## src/rtl/fp16_hard_swish_core_defines.svh

```systemverilog
// Assertion macros for the hard-swish block
`ifndef FP16_HARD_SWISH_CORE_DEFINES_SVH
`define FP16_HARD_SWISH_CORE_DEFINES_SVH
`ifndef SYNTHESIS
`define HSW_ASSERT(label, clk, rst, prop) \
  label: assert property (@(posedge clk) disable iff (rst) prop) else $error("%m: check failed");
`define HSW_ASSERT_RST(label, clk, prop) \
  label: assert property (@(posedge clk) prop) else $error("%m: check failed");
`else
`define HSW_ASSERT(label, clk, rst, prop)
`define HSW_ASSERT_RST(label, clk, prop)
`endif
`endif

```

## src/rtl/hsw_pkg.sv

```systemverilog
package hsw_pkg;

  localparam int unsigned QueueDepth = 2;

  localparam logic [15:0] QNAN       = 16'h7E00;
  localparam logic [15:0] RESET_CLIP = 16'h4600;
  localparam logic [15:0] RESET_ISCL = 16'h3155;
  localparam logic [15:0] RESET_OFFS = 16'h4200;

  localparam logic [1:0] REG_CLIP = 2'd0;
  localparam logic [1:0] REG_ISCL = 2'd1;
  localparam logic [1:0] REG_OFFS = 2'd2;

  // item after the front end: clamped shifted value and the raw input
  typedef struct packed {
    logic [15:0] x;
    logic [15:0] t;
    logic        eot;
  } front_item_t;

  typedef struct packed {
    logic [15:0] y;
    logic        eot;
  } result_t;

  function automatic logic is_nan(input logic [15:0] h);
    return (h[14:10] == 5'h1F) && (h[9:0] != 10'd0);
  endfunction

  function automatic logic is_inf(input logic [15:0] h);
    return h[14:0] == 15'h7C00;
  endfunction

  function automatic logic is_zero(input logic [15:0] h);
    return h[14:0] == 15'd0;
  endfunction

  function automatic logic [10:0] sig_of(input logic [15:0] h);
    return (h[14:10] == 5'd0) ? {1'b0, h[9:0]} : {1'b1, h[9:0]};
  endfunction

  // biased exponent with subnormals at 1
  function automatic logic [4:0] exp_of(input logic [15:0] h);
    return (h[14:10] == 5'd0) ? 5'd1 : h[14:10];
  endfunction

  function automatic logic [5:0] lzc24(input logic [23:0] v);
    logic [5:0] n;
    logic       found;
    n = 6'd24;
    found = 1'b0;
    for (int i = 23; i >= 0; i--) begin
      if (!found && v[i]) begin
        n = 6'(23 - i);
        found = 1'b1;
      end
    end
    return n;
  endfunction

  // Round sign * m * 2^(e-25) where m is 24 bits, e biased-like (signed).
  // Value = m * 2^(e - 25) on the add path, with e the smaller exponent; here the
  // common form: m in [0,2^24), value = m * 2^(ebase), ebase signed.
  function automatic logic [15:0] pack(input logic s, input logic [23:0] m,
                                       input logic signed [8:0] ebase);
    logic [5:0]         lz;
    logic [23:0]        nm;
    logic signed [9:0]  ef;
    logic signed [9:0]  sh;
    logic [47:0]        ext;
    logic [10:0]        mm;
    logic               g, st;
    logic [11:0]        r;
    logic [15:0]        res;
    // nm has msb at bit 23; value = nm * 2^(ebase - lz); mantissa 11 bits
    // at bits 23:13, biased exponent = ebase - lz + 23 + 15
    lz  = lzc24(m);
    nm  = m << lz;
    ef  = 10'(ebase) - 10'(lz) + 10'sd38;
    sh  = 10'sd0;
    if (ef < 10'sd1) begin
      sh = 10'sd1 - ef;
      ef = 10'sd1;
    end
    if (sh > 10'sd30) sh = 10'sd30;
    ext = {nm, 24'd0} >> sh[4:0];
    mm  = ext[47:37];
    g   = ext[36];
    st  = |ext[35:0];
    r   = {1'b0, mm} + 12'((g && (st || mm[0])) ? 1 : 0);
    if (r[11]) begin
      r  = 12'h400;
      ef = ef + 10'sd1;
    end
    if (m == 24'd0 || r == 12'd0) res = {s, 15'd0};
    else if (!r[10]) res = {s, 5'd0, r[9:0]};
    else if (ef >= 10'sd31) res = {s, 15'h7C00};
    else res = {s, ef[4:0], r[9:0]};
    return res;
  endfunction

endpackage

```

## src/rtl/hsw_stream_if.sv

```systemverilog
interface hsw_stream_if #(parameter int unsigned W = 17);
  logic         valid;
  logic         ready;
  logic [W-1:0] data;
  modport source(output valid, output data, input ready);
  modport sink(input valid, input data, output ready);
endinterface

```

## src/rtl/hsw_cfg_if.sv

```systemverilog
interface hsw_cfg_if;
  logic        valid;
  logic        ready;
  logic [1:0]  index;
  logic [15:0] data;
  modport source(output valid, output index, output data, input ready);
  modport sink(input valid, input index, input data, output ready);
endinterface

```

## src/rtl/hsw_front.sv

```systemverilog
// x + offset, clamped to [0, threshold]; registered output stage
module hsw_front (
  input  logic                      clk,
  input  logic                      rst,
  input  logic                      in_valid,
  output logic                      in_ready,
  input  logic [15:0]               x,
  input  logic                      eot,
  input  logic [15:0]               offs,
  input  logic [15:0]               clip,
  output logic                      out_valid,
  input  logic                      out_ready,
  output hsw_pkg::front_item_t      out_item
);
  logic [15:0] sum, t0, t1;
  logic [4:0]  ea, eb, emin;
  logic [23:0] va, vb, mag;
  logic signed [25:0] sv;

  always_comb begin
    ea = hsw_pkg::exp_of(x);
    eb = hsw_pkg::exp_of(offs);
    emin = (ea < eb) ? ea : eb;
    // cap keeps the aligned value in 24 bits; a gap above 13 puts the smaller
    // operand below a quarter ulp of the larger, so the larger is the sum
    va = 24'(hsw_pkg::sig_of(x)) << ((ea - emin > 5'd13) ? 5'd13 : (ea - emin));
    vb = 24'(hsw_pkg::sig_of(offs)) << ((eb - emin > 5'd13) ? 5'd13 : (eb - emin));
    sv = (x[15] ? -$signed({2'b0, va}) : $signed({2'b0, va})) +
         (offs[15] ? -$signed({2'b0, vb}) : $signed({2'b0, vb}));
    mag = sv[25] ? 24'(-sv) : 24'(sv);
    if (hsw_pkg::is_nan(x) || hsw_pkg::is_nan(offs)) sum = hsw_pkg::QNAN;
    else if (hsw_pkg::is_inf(x) && hsw_pkg::is_inf(offs))
      sum = (x[15] == offs[15]) ? x : hsw_pkg::QNAN;
    else if (hsw_pkg::is_inf(x)) sum = x;
    else if (hsw_pkg::is_inf(offs)) sum = offs;
    else if (ea - emin > 5'd13) sum = x;
    else if (eb - emin > 5'd13) sum = offs;
    else if (sv == 26'sd0) sum = {x[15] & offs[15], 15'd0};
    else sum = hsw_pkg::pack(sv[25], mag, 9'($signed({4'd0, emin})) - 9'sd25);
    // max(+0, sum)
    if (hsw_pkg::is_nan(sum)) t0 = hsw_pkg::QNAN;
    else if (hsw_pkg::is_zero(sum)) t0 = 16'd0;
    else t0 = sum[15] ? 16'd0 : sum;
    // min(clip, t0); t0 is non-negative here
    if (hsw_pkg::is_nan(clip) || hsw_pkg::is_nan(t0)) t1 = hsw_pkg::QNAN;
    else if (hsw_pkg::is_zero(clip) && hsw_pkg::is_zero(t0)) t1 = clip | t0;
    else if (clip[15]) t1 = clip;
    else t1 = (clip[14:0] <= t0[14:0]) ? clip : t0;
  end

  assign in_ready = !out_valid || out_ready;

  always_ff @(posedge clk) begin
    if (rst) begin
      out_valid <= 1'b0;
    end else if (in_ready) begin
      out_valid <= in_valid;
    end
    if (in_ready && in_valid) begin
      out_item <= '{x: x, t: t1, eot: eot};
    end
  end
endmodule

```

## src/rtl/hsw_queue.sv

```systemverilog
// small FIFO between front and back
module hsw_queue #(
  parameter int unsigned DEPTH = hsw_pkg::QueueDepth
) (
  input  logic                 clk,
  input  logic                 rst,
  input  logic                 in_valid,
  output logic                 in_ready,
  input  hsw_pkg::front_item_t in_item,
  output logic                 out_valid,
  input  logic                 out_ready,
  output hsw_pkg::front_item_t out_item
);
  localparam int unsigned AW = (DEPTH > 1) ? $clog2(DEPTH) : 1;
  hsw_pkg::front_item_t mem [DEPTH];
  logic [AW-1:0] wp, rp;
  logic [AW:0]   cnt;
  logic          push, pop;

  assign in_ready  = cnt != (AW+1)'(DEPTH);
  assign out_valid = cnt != '0;
  assign push = in_valid && in_ready;
  assign pop  = out_valid && out_ready;
  assign out_item = mem[rp];

  always_ff @(posedge clk) begin
    if (rst) begin
      wp <= '0;
      rp <= '0;
      cnt <= '0;
    end else begin
      if (push) wp <= (wp == AW'(DEPTH - 1)) ? '0 : wp + 1'b1;
      if (pop)  rp <= (rp == AW'(DEPTH - 1)) ? '0 : rp + 1'b1;
      cnt <= cnt + (AW+1)'(push) - (AW+1)'(pop);
    end
    if (push) mem[wp] <= in_item;
  end
endmodule

```

## src/rtl/hsw_back.sv

```systemverilog
// two multiplies: s = iscl*x, r = s*t; two stages with registers between
module hsw_back (
  input  logic                 clk,
  input  logic                 rst,
  input  logic                 in_valid,
  output logic                 in_ready,
  input  hsw_pkg::front_item_t in_item,
  input  logic [15:0]          iscl,
  output logic                 out_valid,
  input  logic                 out_ready,
  output hsw_pkg::result_t     out_res
);
  function automatic logic [15:0] fmul(input logic [15:0] a, input logic [15:0] b);
    logic        s;
    logic [21:0] p;
    logic signed [8:0] e;
    s = a[15] ^ b[15];
    p = hsw_pkg::sig_of(a) * hsw_pkg::sig_of(b);
    // value = p * 2^(ea+eb-50); pack wants m*2^ebase
    e = 9'($signed({4'd0, hsw_pkg::exp_of(a)})) +
        9'($signed({4'd0, hsw_pkg::exp_of(b)})) - 9'sd50;
    if (hsw_pkg::is_nan(a) || hsw_pkg::is_nan(b)) return hsw_pkg::QNAN;
    if (hsw_pkg::is_inf(a) || hsw_pkg::is_inf(b)) begin
      if (hsw_pkg::is_zero(a) || hsw_pkg::is_zero(b)) return hsw_pkg::QNAN;
      return {s, 15'h7C00};
    end
    return hsw_pkg::pack(s, {2'b0, p}, e);
  endfunction

  logic        v1;
  logic [15:0] s1, t1;
  logic        e1;
  logic        adv1, adv2;

  assign adv2 = !out_valid || out_ready;
  assign adv1 = !v1 || adv2;
  assign in_ready = adv1;

  always_ff @(posedge clk) begin
    if (rst) begin
      v1 <= 1'b0;
      out_valid <= 1'b0;
    end else begin
      if (adv1) v1 <= in_valid;
      if (adv2) out_valid <= v1;
    end
    if (adv1 && in_valid) begin
      s1 <= fmul(iscl, in_item.x);
      t1 <= in_item.t;
      e1 <= in_item.eot;
    end
    if (adv2 && v1) begin
      out_res <= '{y: fmul(s1, t1), eot: e1};
    end
  end
endmodule

```

## src/rtl/fp16_hard_swish_core.sv

```systemverilog
// fp16 hard swish: y = min(clip, max(0, x + offset)) * (inverse_scale * x)
// Channels:
//   in  : hsw_stream_if, data = {x_half, end_of_tensor_in}
//   out : hsw_stream_if, data = {y_half, end_of_tensor_out}
//   cfg : index 0 clip_threshold, 1 inverse_scale, 2 shift_offset; other
//         indexes are dropped. Always ready.
// Path from input transaction to result valid: front register, queue,
// multiply stage, output register.
// Throughput: one transaction per cycle while the receiver keeps up, set by the
// combinational add/clamp in the front and the two pipelined multiply stages in the back.
// Reset (rst, synchronous): all pipeline valids and the queue empty,
// registers return to 6.0, 1/6 and 3.0.
// Receiver stall: the output register holds, the back pipeline fills, then
// the queue, then the front stops taking transactions; nothing is dropped.
`include "fp16_hard_swish_core_defines.svh"
module fp16_hard_swish_core #(
  parameter int unsigned QUEUE_DEPTH = hsw_pkg::QueueDepth
) (
  input logic          clk,
  input logic          rst,
  hsw_stream_if.sink   in_ch,
  hsw_stream_if.source out_ch,
  hsw_cfg_if.sink      cfg
);
  logic [15:0] clip, iscl, offs;

  // configuration registers
  assign cfg.ready = 1'b1;
  always_ff @(posedge clk) begin
    if (rst) begin
      clip <= hsw_pkg::RESET_CLIP;
      iscl <= hsw_pkg::RESET_ISCL;
      offs <= hsw_pkg::RESET_OFFS;
    end else if (cfg.valid) begin
      case (cfg.index)
        hsw_pkg::REG_CLIP: clip <= cfg.data;
        hsw_pkg::REG_ISCL: iscl <= cfg.data;
        hsw_pkg::REG_OFFS: offs <= cfg.data;
        default: ;
      endcase
    end
  end

  logic                 f_valid, f_ready, q_valid, q_ready, b_valid;
  hsw_pkg::front_item_t f_item, q_item;
  hsw_pkg::result_t     b_res;

  hsw_front u_front (
    .clk, .rst,
    .in_valid(in_ch.valid), .in_ready(in_ch.ready),
    .x(in_ch.data[16:1]), .eot(in_ch.data[0]),
    .offs, .clip,
    .out_valid(f_valid), .out_ready(f_ready), .out_item(f_item)
  );

  hsw_queue #(.DEPTH(QUEUE_DEPTH)) u_queue (
    .clk, .rst,
    .in_valid(f_valid), .in_ready(f_ready), .in_item(f_item),
    .out_valid(q_valid), .out_ready(q_ready), .out_item(q_item)
  );

  hsw_back u_back (
    .clk, .rst,
    .in_valid(q_valid), .in_ready(q_ready), .in_item(q_item), .iscl,
    .out_valid(b_valid), .out_ready(out_ch.ready), .out_res(b_res)
  );

  assign out_ch.valid = b_valid;
  assign out_ch.data  = {b_res.y, b_res.eot};

  // a stalled result holds its data
  `HSW_ASSERT(a_out_hold, clk, rst,
    (out_ch.valid && !out_ch.ready) |=> (out_ch.valid && $stable(out_ch.data)))
  // any NaN result is the canonical quiet NaN
  `HSW_ASSERT(a_qnan, clk, rst,
    (out_ch.valid && out_ch.data[15:11] == 5'h1F && out_ch.data[10:1] != 10'd0)
      |-> (out_ch.data[16:1] == hsw_pkg::QNAN))
  // reset empties the pipeline
  `HSW_ASSERT_RST(a_rst_empty, clk, rst |=> !out_ch.valid)
endmodule

```

## src/flat_wrapper.sv

```systemverilog
// flat-port wrapper written by rule: the top's interface ports become plain ports
module fp16_hard_swish_core_flat 
#(
  parameter int unsigned QUEUE_DEPTH = hsw_pkg::QueueDepth
)
  (clk, rst, in_ch_valid, in_ch_data, in_ch_ready, out_ch_valid, out_ch_data, out_ch_ready, cfg_valid, cfg_index, cfg_data, cfg_ready);
  hsw_stream_if #(.W(17)) in_ch_i ();
  hsw_stream_if #(.W(17)) out_ch_i ();
  hsw_cfg_if cfg_i ();
  input logic clk;
  input logic rst;
  input wire logic [$bits(in_ch_i.valid)-1:0] in_ch_valid;
  input wire logic [$bits(in_ch_i.data)-1:0] in_ch_data;
  output wire logic [$bits(in_ch_i.ready)-1:0] in_ch_ready;
  output wire logic [$bits(out_ch_i.valid)-1:0] out_ch_valid;
  output wire logic [$bits(out_ch_i.data)-1:0] out_ch_data;
  input wire logic [$bits(out_ch_i.ready)-1:0] out_ch_ready;
  input wire logic [$bits(cfg_i.valid)-1:0] cfg_valid;
  input wire logic [$bits(cfg_i.index)-1:0] cfg_index;
  input wire logic [$bits(cfg_i.data)-1:0] cfg_data;
  output wire logic [$bits(cfg_i.ready)-1:0] cfg_ready;
  assign in_ch_i.valid = in_ch_valid;
  assign in_ch_i.data = in_ch_data;
  assign in_ch_ready = in_ch_i.ready;
  assign out_ch_valid = out_ch_i.valid;
  assign out_ch_data = out_ch_i.data;
  assign out_ch_i.ready = out_ch_ready;
  assign cfg_i.valid = cfg_valid;
  assign cfg_i.index = cfg_index;
  assign cfg_i.data = cfg_data;
  assign cfg_ready = cfg_i.ready;
  fp16_hard_swish_core #(.QUEUE_DEPTH(QUEUE_DEPTH)) u_core (.clk(clk), .rst(rst), .in_ch(in_ch_i), .out_ch(out_ch_i), .cfg(cfg_i));
endmodule
```

## config.mk

```make
export PLATFORM = sky130hd
export DESIGN_NAME = fp16_hard_swish_core_flat
export DESIGN_NICKNAME = d
export VERILOG_FILES = /design/src/rtl/hsw_pkg.sv /design/src/rtl/hsw_stream_if.sv /design/src/rtl/hsw_cfg_if.sv /design/src/rtl/hsw_front.sv /design/src/rtl/hsw_queue.sv /design/src/rtl/hsw_back.sv /design/src/rtl/fp16_hard_swish_core.sv /design/src/flat_wrapper.sv
export VERILOG_INCLUDE_DIRS = /design/src /design/src/rtl
export SDC_FILE = /design/constraint.sdc
export NUM_CORES = 2
export LEC_CHECK = 0
export ABC_AREA = 1
export CORE_MARGIN = 2
export CORE_UTILIZATION = 30
export CTS_BUF_LIST = sky130_fd_sc_hd__clkbuf_16
export CTS_CLUSTER_DIAMETER = 40
export DETAILED_ROUTE_END_ITERATION = 8
export DONT_BUFFER_PORTS = 1
export PLACE_DENSITY_LB_ADDON = 0.05
export SLEW_MARGIN = 40
export SYNTH_ARGS = -nofsm -noshare
export SYNTH_HDL_FRONTEND = slang
export SYNTH_SLANG_ARGS = --single-unit
```

## constraint.sdc

```tcl
create_clock -name clk -period 38.7 [get_ports clk]
set_input_delay 1.935 -clock clk [delete_from_list [all_inputs] [get_ports clk]]
set_output_delay 1.935 -clock clk [all_outputs]
set_load 0.01 [all_outputs]
```

## Word-level counts from Yosys, hierarchy flattened

Memories as Yosys holds them, arrays and structs flattened. A register that Yosys moved wholly into a read port is not among the register bits.
Index checks and enable logic that the tools add are counted.
W data, S select, Z words.

- Add/sub/neg operators: 30
- $mul: 2
- $lt $le $gt $ge: 13
- Eq/ne operators: 19
- Shifts and indexed selects: 8
- Multiplexer cells: 593
- Bitwise logic cells: 4
- Reduce and logical (&&, ||, !) cells: 205

Operators by type and width:

| operator | count |
|---|---|
| $mux W10 | 48 |
| $mux W6 | 78 |
| $mux W1 | 379 |
| $mux W16 | 23 |
| $mux W15 | 12 |
| $mux W12 | 13 |
| $shr A48 B5 Y48 | 3 |
| $mux W5 | 28 |
| $reduce_or A36 Y1 | 3 |
| $logic_not A15 Y1 | 7 |
| $mux W11 | 9 |
| $eq A15 B15 Y1 const B | 6 |
| $reduce_bool A10 Y1 | 9 |
| $logic_and A1 B1 Y1 | 83 |
| $logic_not A1 Y1 | 68 |
| $mux W26 | 2 |
| $neg A24 Y26 | 2 |
| $shl A11 B5 Y24 | 2 |
| $shl A22 B6 Y24 | 2 |
| $eq A5 B5 Y1 const B | 9 |
| $logic_not A22 Y1 | 2 |
| $mul A11 B11 Y22 | 2 |
| $add A11 B1 Y12 | 3 |
| $logic_not A12 Y1 | 3 |
| 36 further kinds | 78 |

- Bits in registers: 138
- Memory bits (writable): 66
- Input bits: 40
- Output and inout bits: 20
- Logic and storage cells: 892
- Memories: 1

Memory list:

| name | depth | bits a word | rd ports | clocked after Yosys merged registers in | wr ports | line | source |
|---|---|---|---|---|---|---|---|
| u_core.u_queue.mem | 2 | 33 | 1 | 1 | 1 | hsw_queue.sv:15 | `hsw_pkg::front_item_t mem [DEPTH];` |

## Logic depth before layout (Yosys ltp)

- Depth in word-level cells: 303
- Depth in mapped cells: 136
- Gate-level depth less buffers: 127

## Modules after synthesis

Synthesis repeated with hierarchy kept, for this count alone.

- Cell total of the unflattened synthesis: 5868
- Area, all modules: 36956.7 um^2

By module, submodules not included:

| module | instances | cells each | area each (um^2) |
|---|---|---|---|
| hsw_back | 1 | 3174 | 19294.8 |
| hsw_front | 1 | 2263 | 12907.4 |
| hsw_queue | 1 | 139 | 2782.7 |
| fp16_hard_swish_core | 1 | 292 | 1971.9 |

## Least setup slack after synthesis

No wires, ideal clock.

- Kind: input to register
- From: input in_ch_data[13]
- To: register u_core.u_front.out_item[11] (netlist bit) (data pin)
- Setup time: 272 ps
- Arrival: 17390 ps
- Required time: 38428 ps
- Slack: 21038 ps
- Stages on the path: 114
- Buffers on the path: 9
- Cell sequence: clkbuf_1 -> ha_1 -> a21oi_1 -> o21a_2 -> nand2_4 -> buf_6 -> o21ai_0 -> ha_1 -> inv_1 -> ha_1 -> inv_1 -> nor2_2 -> nand3_4 -> nand3_2 -> buf_6 -> nand2_1 -> nand3_1 -> nand3_1 -> [... 78 more ...] -> nand2_4 -> buf_4 -> nand2_1 -> ha_1 -> inv_1 -> a21oi_1 -> o31ai_1 -> a21oi_1 -> o22ai_1 -> nor2_1 -> o211ai_1 -> nand2_1 -> o211ai_1 -> nand2_1 -> clkbuf_1 -> nor2_1 -> a21oi_1 -> nand3_1

- Cells in the longest elaborated chain, start to end: 303

Ends and longest elaborated chain:

| item | line | source |
|---|---|---|
| start: declaration | flat_wrapper.sv:13 | `input wire logic [$bits(in_ch_i.data)-1:0] in_ch_data;` |
| $logic_not A5 Y1 | hsw_pkg.sv:39, hsw_pkg.sv:44 |  |
| $mux W5 | hsw_pkg.sv:44 | `return (h[14:10] == 5'd0) ? 5'd1 : h[14:10];` |
| $lt A5 B5 Y1 | hsw_front.sv:23 | `emin = (ea < eb) ? ea : eb;` |
| $mux W5 | hsw_front.sv:23 |  |
| $sub A5 B5 Y5, on equally long branches | n/a |  |
| $gt A5 B4 Y1, on equally long branches | n/a |  |
| $mux W5, on equally long branches | hsw_front.sv:26, hsw_front.sv:27 |  |
| $shl A11 B5 Y24, on equally long branches | hsw_front.sv:26, hsw_front.sv:27 |  |
| [... 287 more ...] | n/a |  |
| $mux W16 * | hsw_front.sv:31 | `if (hsw_pkg::is_nan(x) \|\| hsw_pkg::is_nan(offs)) sum = hsw_pkg::QNAN;` |
| $logic_not A15 Y1 (tied with other cells) | hsw_pkg.sv:35 | `return h[14:0] == 15'd0;` |
| $mux W15 or $logic_and A1 B1 Y1 (tied branches) | hsw_front.sv:42, hsw_pkg.sv:27 |  |
| $mux W15 * | hsw_front.sv:41 | `if (hsw_pkg::is_nan(sum)) t0 = hsw_pkg::QNAN;` |
| $le A15 B15 Y1 | hsw_front.sv:48 | `else t1 = (clip[14:0] <= t0[14:0]) ? clip : t0;` |
| $mux W16 | hsw_front.sv:48 |  |
| $mux W16 | hsw_front.sv:47 | `else if (clip[15]) t1 = clip;` |
| $mux W16 | hsw_front.sv:46 | `else if (hsw_pkg::is_zero(clip) && hsw_pkg::is_zero(t0)) t1 = clip \| t0;` |
| end signal: assignment | hsw_front.sv:60 | `out_item <= '{x: x, t: t1, eot: eot};` |
| end: declaration | hsw_front.sv:13 | `output hsw_pkg::front_item_t out_item` |

Every way passes the cells marked *; elsewhere a longest branch is shown, timed or not. The select of a mux whose other input is x is not followed.
A chain may end at the register's enable or synchronous reset.

## Worst setup path after layout

- From: input in_ch_data[15]
- To: register u_core.u_front.out_item[13] (netlist bit) (data pin)

Same word-level chain as after synthesis.

==> impl_results.md <==
* Status: complete, no violations
* Fin. Hold Viols at 0
* Final WL at 114 mm
* Top cell type's share of synthesized area at 13.9%
* Setup Buffers After CTS at 0
* GR Overflow Total at 0
* Clock slew at reported path FFs at 0.05 ns
* CP peak stage delay at 0.61 ns
* Post-Syn Area at 33600 um^2
* Clock Skew at 0.0301 ns
* Synth Area per Inst at 6.61 um^2
* DR iter-0 viols at 1909
* Max FO, Critical Path at 28
* Element type at the critical path end: flop
* Die Width at 339 um
* Root buf cell: clkbuf_16
* Diodes inserted at 0
* Slew Viols, Final at 0
* CTS Buffer Depth at 3
* Top post-synthesis cells by area: nand2_1 14%, edfxtp_1 13%, fa_1 9.9%, ha_1 9.5%, inv_1 8.6%
* Num ports at 60
* Number of distinct library cells after synthesis at 83
* First-pass GRT wire length at 181 mm
* Max-cap violations at 0
* Worst-Skew Late Latency at 0.59 ns
* Pin count of the biggest net entering global routing at 51
* R2R Setup Slk at 17.55 ns
* WHS Path Cells at 0
* Hold_sp: u_core.u_front.out_item[31]
* Relative slew slack at 33.6%
* Core region area at 111000 um^2
* Vias at 31900
* WHS at 0.442 ns
* Number of synthesized register bits at 205
* Layout cell share with drive strength beyond 1 at 6.82%
* Async set-reset flop share out of synthesis at 0%
* Startpoint types: input port
* Hold_buf cts at 0
* Synth warnings at 0
* EDFF count, synth at 149
* Maximum clock rate at 45.8 MHz
* Overall Global Routing Usage at 19.6%
* Min cycle time layout at 21.83 ns
* Critical-path top delay cell: clkinv_1
* Critical path class: input port to flop
* Vias per cell at 4.91
* Initial antenna violation count at 1
* DR WL/cell at 17.5 um
* Post-DP HPWL at 93.4 mm
* Final net count at 5440
* Hold Crit Class: flop to flop
* Sequential cell area fraction in the yosys report at 16.7%
* Syn-to-layout area delta at 7.59%
* TNS Setup at 0 ns
* Worst reg2reg endpoint: u_core.u_front.out_item[13]
* Cell repeated most along the worst path: nand2_1
* Number of global-route vias before repair at 32200
* Worst hold endpoint: u_core.u_queue.mem[0][31]
* Most common cell in the netlist: nand2_1
* Clock sink count at 205
* CTS tree: built
* Reg2Reg Launch Point: u_core.offs[11]
* R2R depth at 107
* GP Congestion at 0.868
* Critical Path AT at 22.13 ns
* Mapped Nets at 5546
* Starting density of the core at 30.3%
* DRT antenna net count at 0
* H-tree Lvls at 2
* DIE AREA at 115000 um^2
* Post_cts resized at 0
* Commonest cells post-synth: 1240 x nand2_1, 774 x inv_1, 472 x nand3_1
* DRT Pass-1 Iters at 5
* RSZ-0062 raised after global routing: false
* Core Rows at 122
* Actual slew at the worst max-slew pin at 0.986 ns
* Worst Path Required at 39.00 ns
* Final worst path period share at 56.4%
* Synth area leader: nand2_1
* CTS Buf Count at 42
* Cells after synthesis at 5086
* Synth Flop Type: edfxtp_1
* Final setup viols at 0
* Die H at 339 um
* # DRC at 0
* Port bufs at 0
logic make-up (layout without fill, tap and decap cells):
kind of cell	after synthesis	count (layout)	synth area share (%)
multiplexers	21	21	0.629
other	1	1	0.0112
AO/OA/AOI/OAI	703	703	11.6
XOR/XNOR	177	177	4.78
buffers and inverters	1008	936	12.5
flip-flops	205	205	16.7
AND/OR/NAND/NOR	2551	2551	34.6
adder cells (fa/ha/maj)	420	420	19.3
cell usage in the layout (no fill, tap or decap), types with 25 or more instances in the layout:
cell	instances
nor4_1	31
or2_2	32
dfxtp_1	56
ha_1	254
fa_1	166
edfxtp_1	149
xor2_1	121
nor3_1	68
o21ai_1	44
clkbuf_16	42
nand2_1	1240
buf_4	35
o211ai_1	33
nand2_2	46
xnor2_1	52
o21ai_0	315
nand4_1	144
a21oi_1	203
nand3_1	470
inv_1	777
nor2_2	25
nor2_1	405
inv_2	26
cell type report:
type	instances	area (um^2)
flip-flops and latches	205	5600
clock buffers	42	1050
clock inverters	36	374
inverters	823	3110
repair buffers	35	263
multi-input cells	3873	23900
fillers	12500	74700
well taps	1488	1860
worst max-delay path by stage:
stage / startpoint / end / cells after the start
after floorplan: in_ch_data[13] / u_core.u_front.out_item[11] / 114
after global placement: in_ch_data[13] / u_core.u_front.out_item[12] / 106
after detailed placement: in_ch_data[15] / u_core.u_front.out_item[12] / 106
after CTS: in_ch_data[15] / u_core.u_front.out_item[10] / 106
after global routing: in_ch_data[15] / u_core.u_front.out_item[15] / 108
final: in_ch_data[15] / u_core.u_front.out_item[13] / 106
metrics by stage:
stage          cell area (um^2)  instances  worst slack, ns  util (%)
2_1_floorplan             33600       5086            21.04         -
3_3_place_gp              34700       6424            16.42      31.3
3_5_place_dp              34700       6424            16.03      31.3
4_1_cts                   36100       6502            16.58      32.6
5_1_grt                   36100       6502            14.60      32.6
6_report                  36100       6502            16.87      32.6
sequential cells by signal, indices dropped and copies added (netlist names), 2 cells and up, named ones only:
name                     cells
u_core.u_queue.mem          66
u_core.iscl                 16
u_core.u_back.s1            16
u_core.u_front.out_item     33
u_core.clip                 16
u_core.u_queue.cnt           2
u_core.u_back.out_res       17
u_core.offs                 16
u_core.u_back.t1            16
routing by layer:
metal,up-vias,routed length (um),track usage (%)
met5,-,0,0
li1,16400,-,-
met2,464,56400,35.8
met4,0,2800,5.07
met1,15000,51800,24.8
met3,113,2840,1.63
critical path, delay by kind of cell:
family,cells,cell delay [ns]
AOI/OAI and AO/OA,18,3.73
buffers and inverters,16,3.01
and+or+nand+nor,59,9.93
adders and majority gates,11,3.03
xor gates and xnor gates,2,0.40
Power is left out: the tool's default activity adds up to more than one toggle a clock period on the data nets, which glitch-free logic cannot reach.
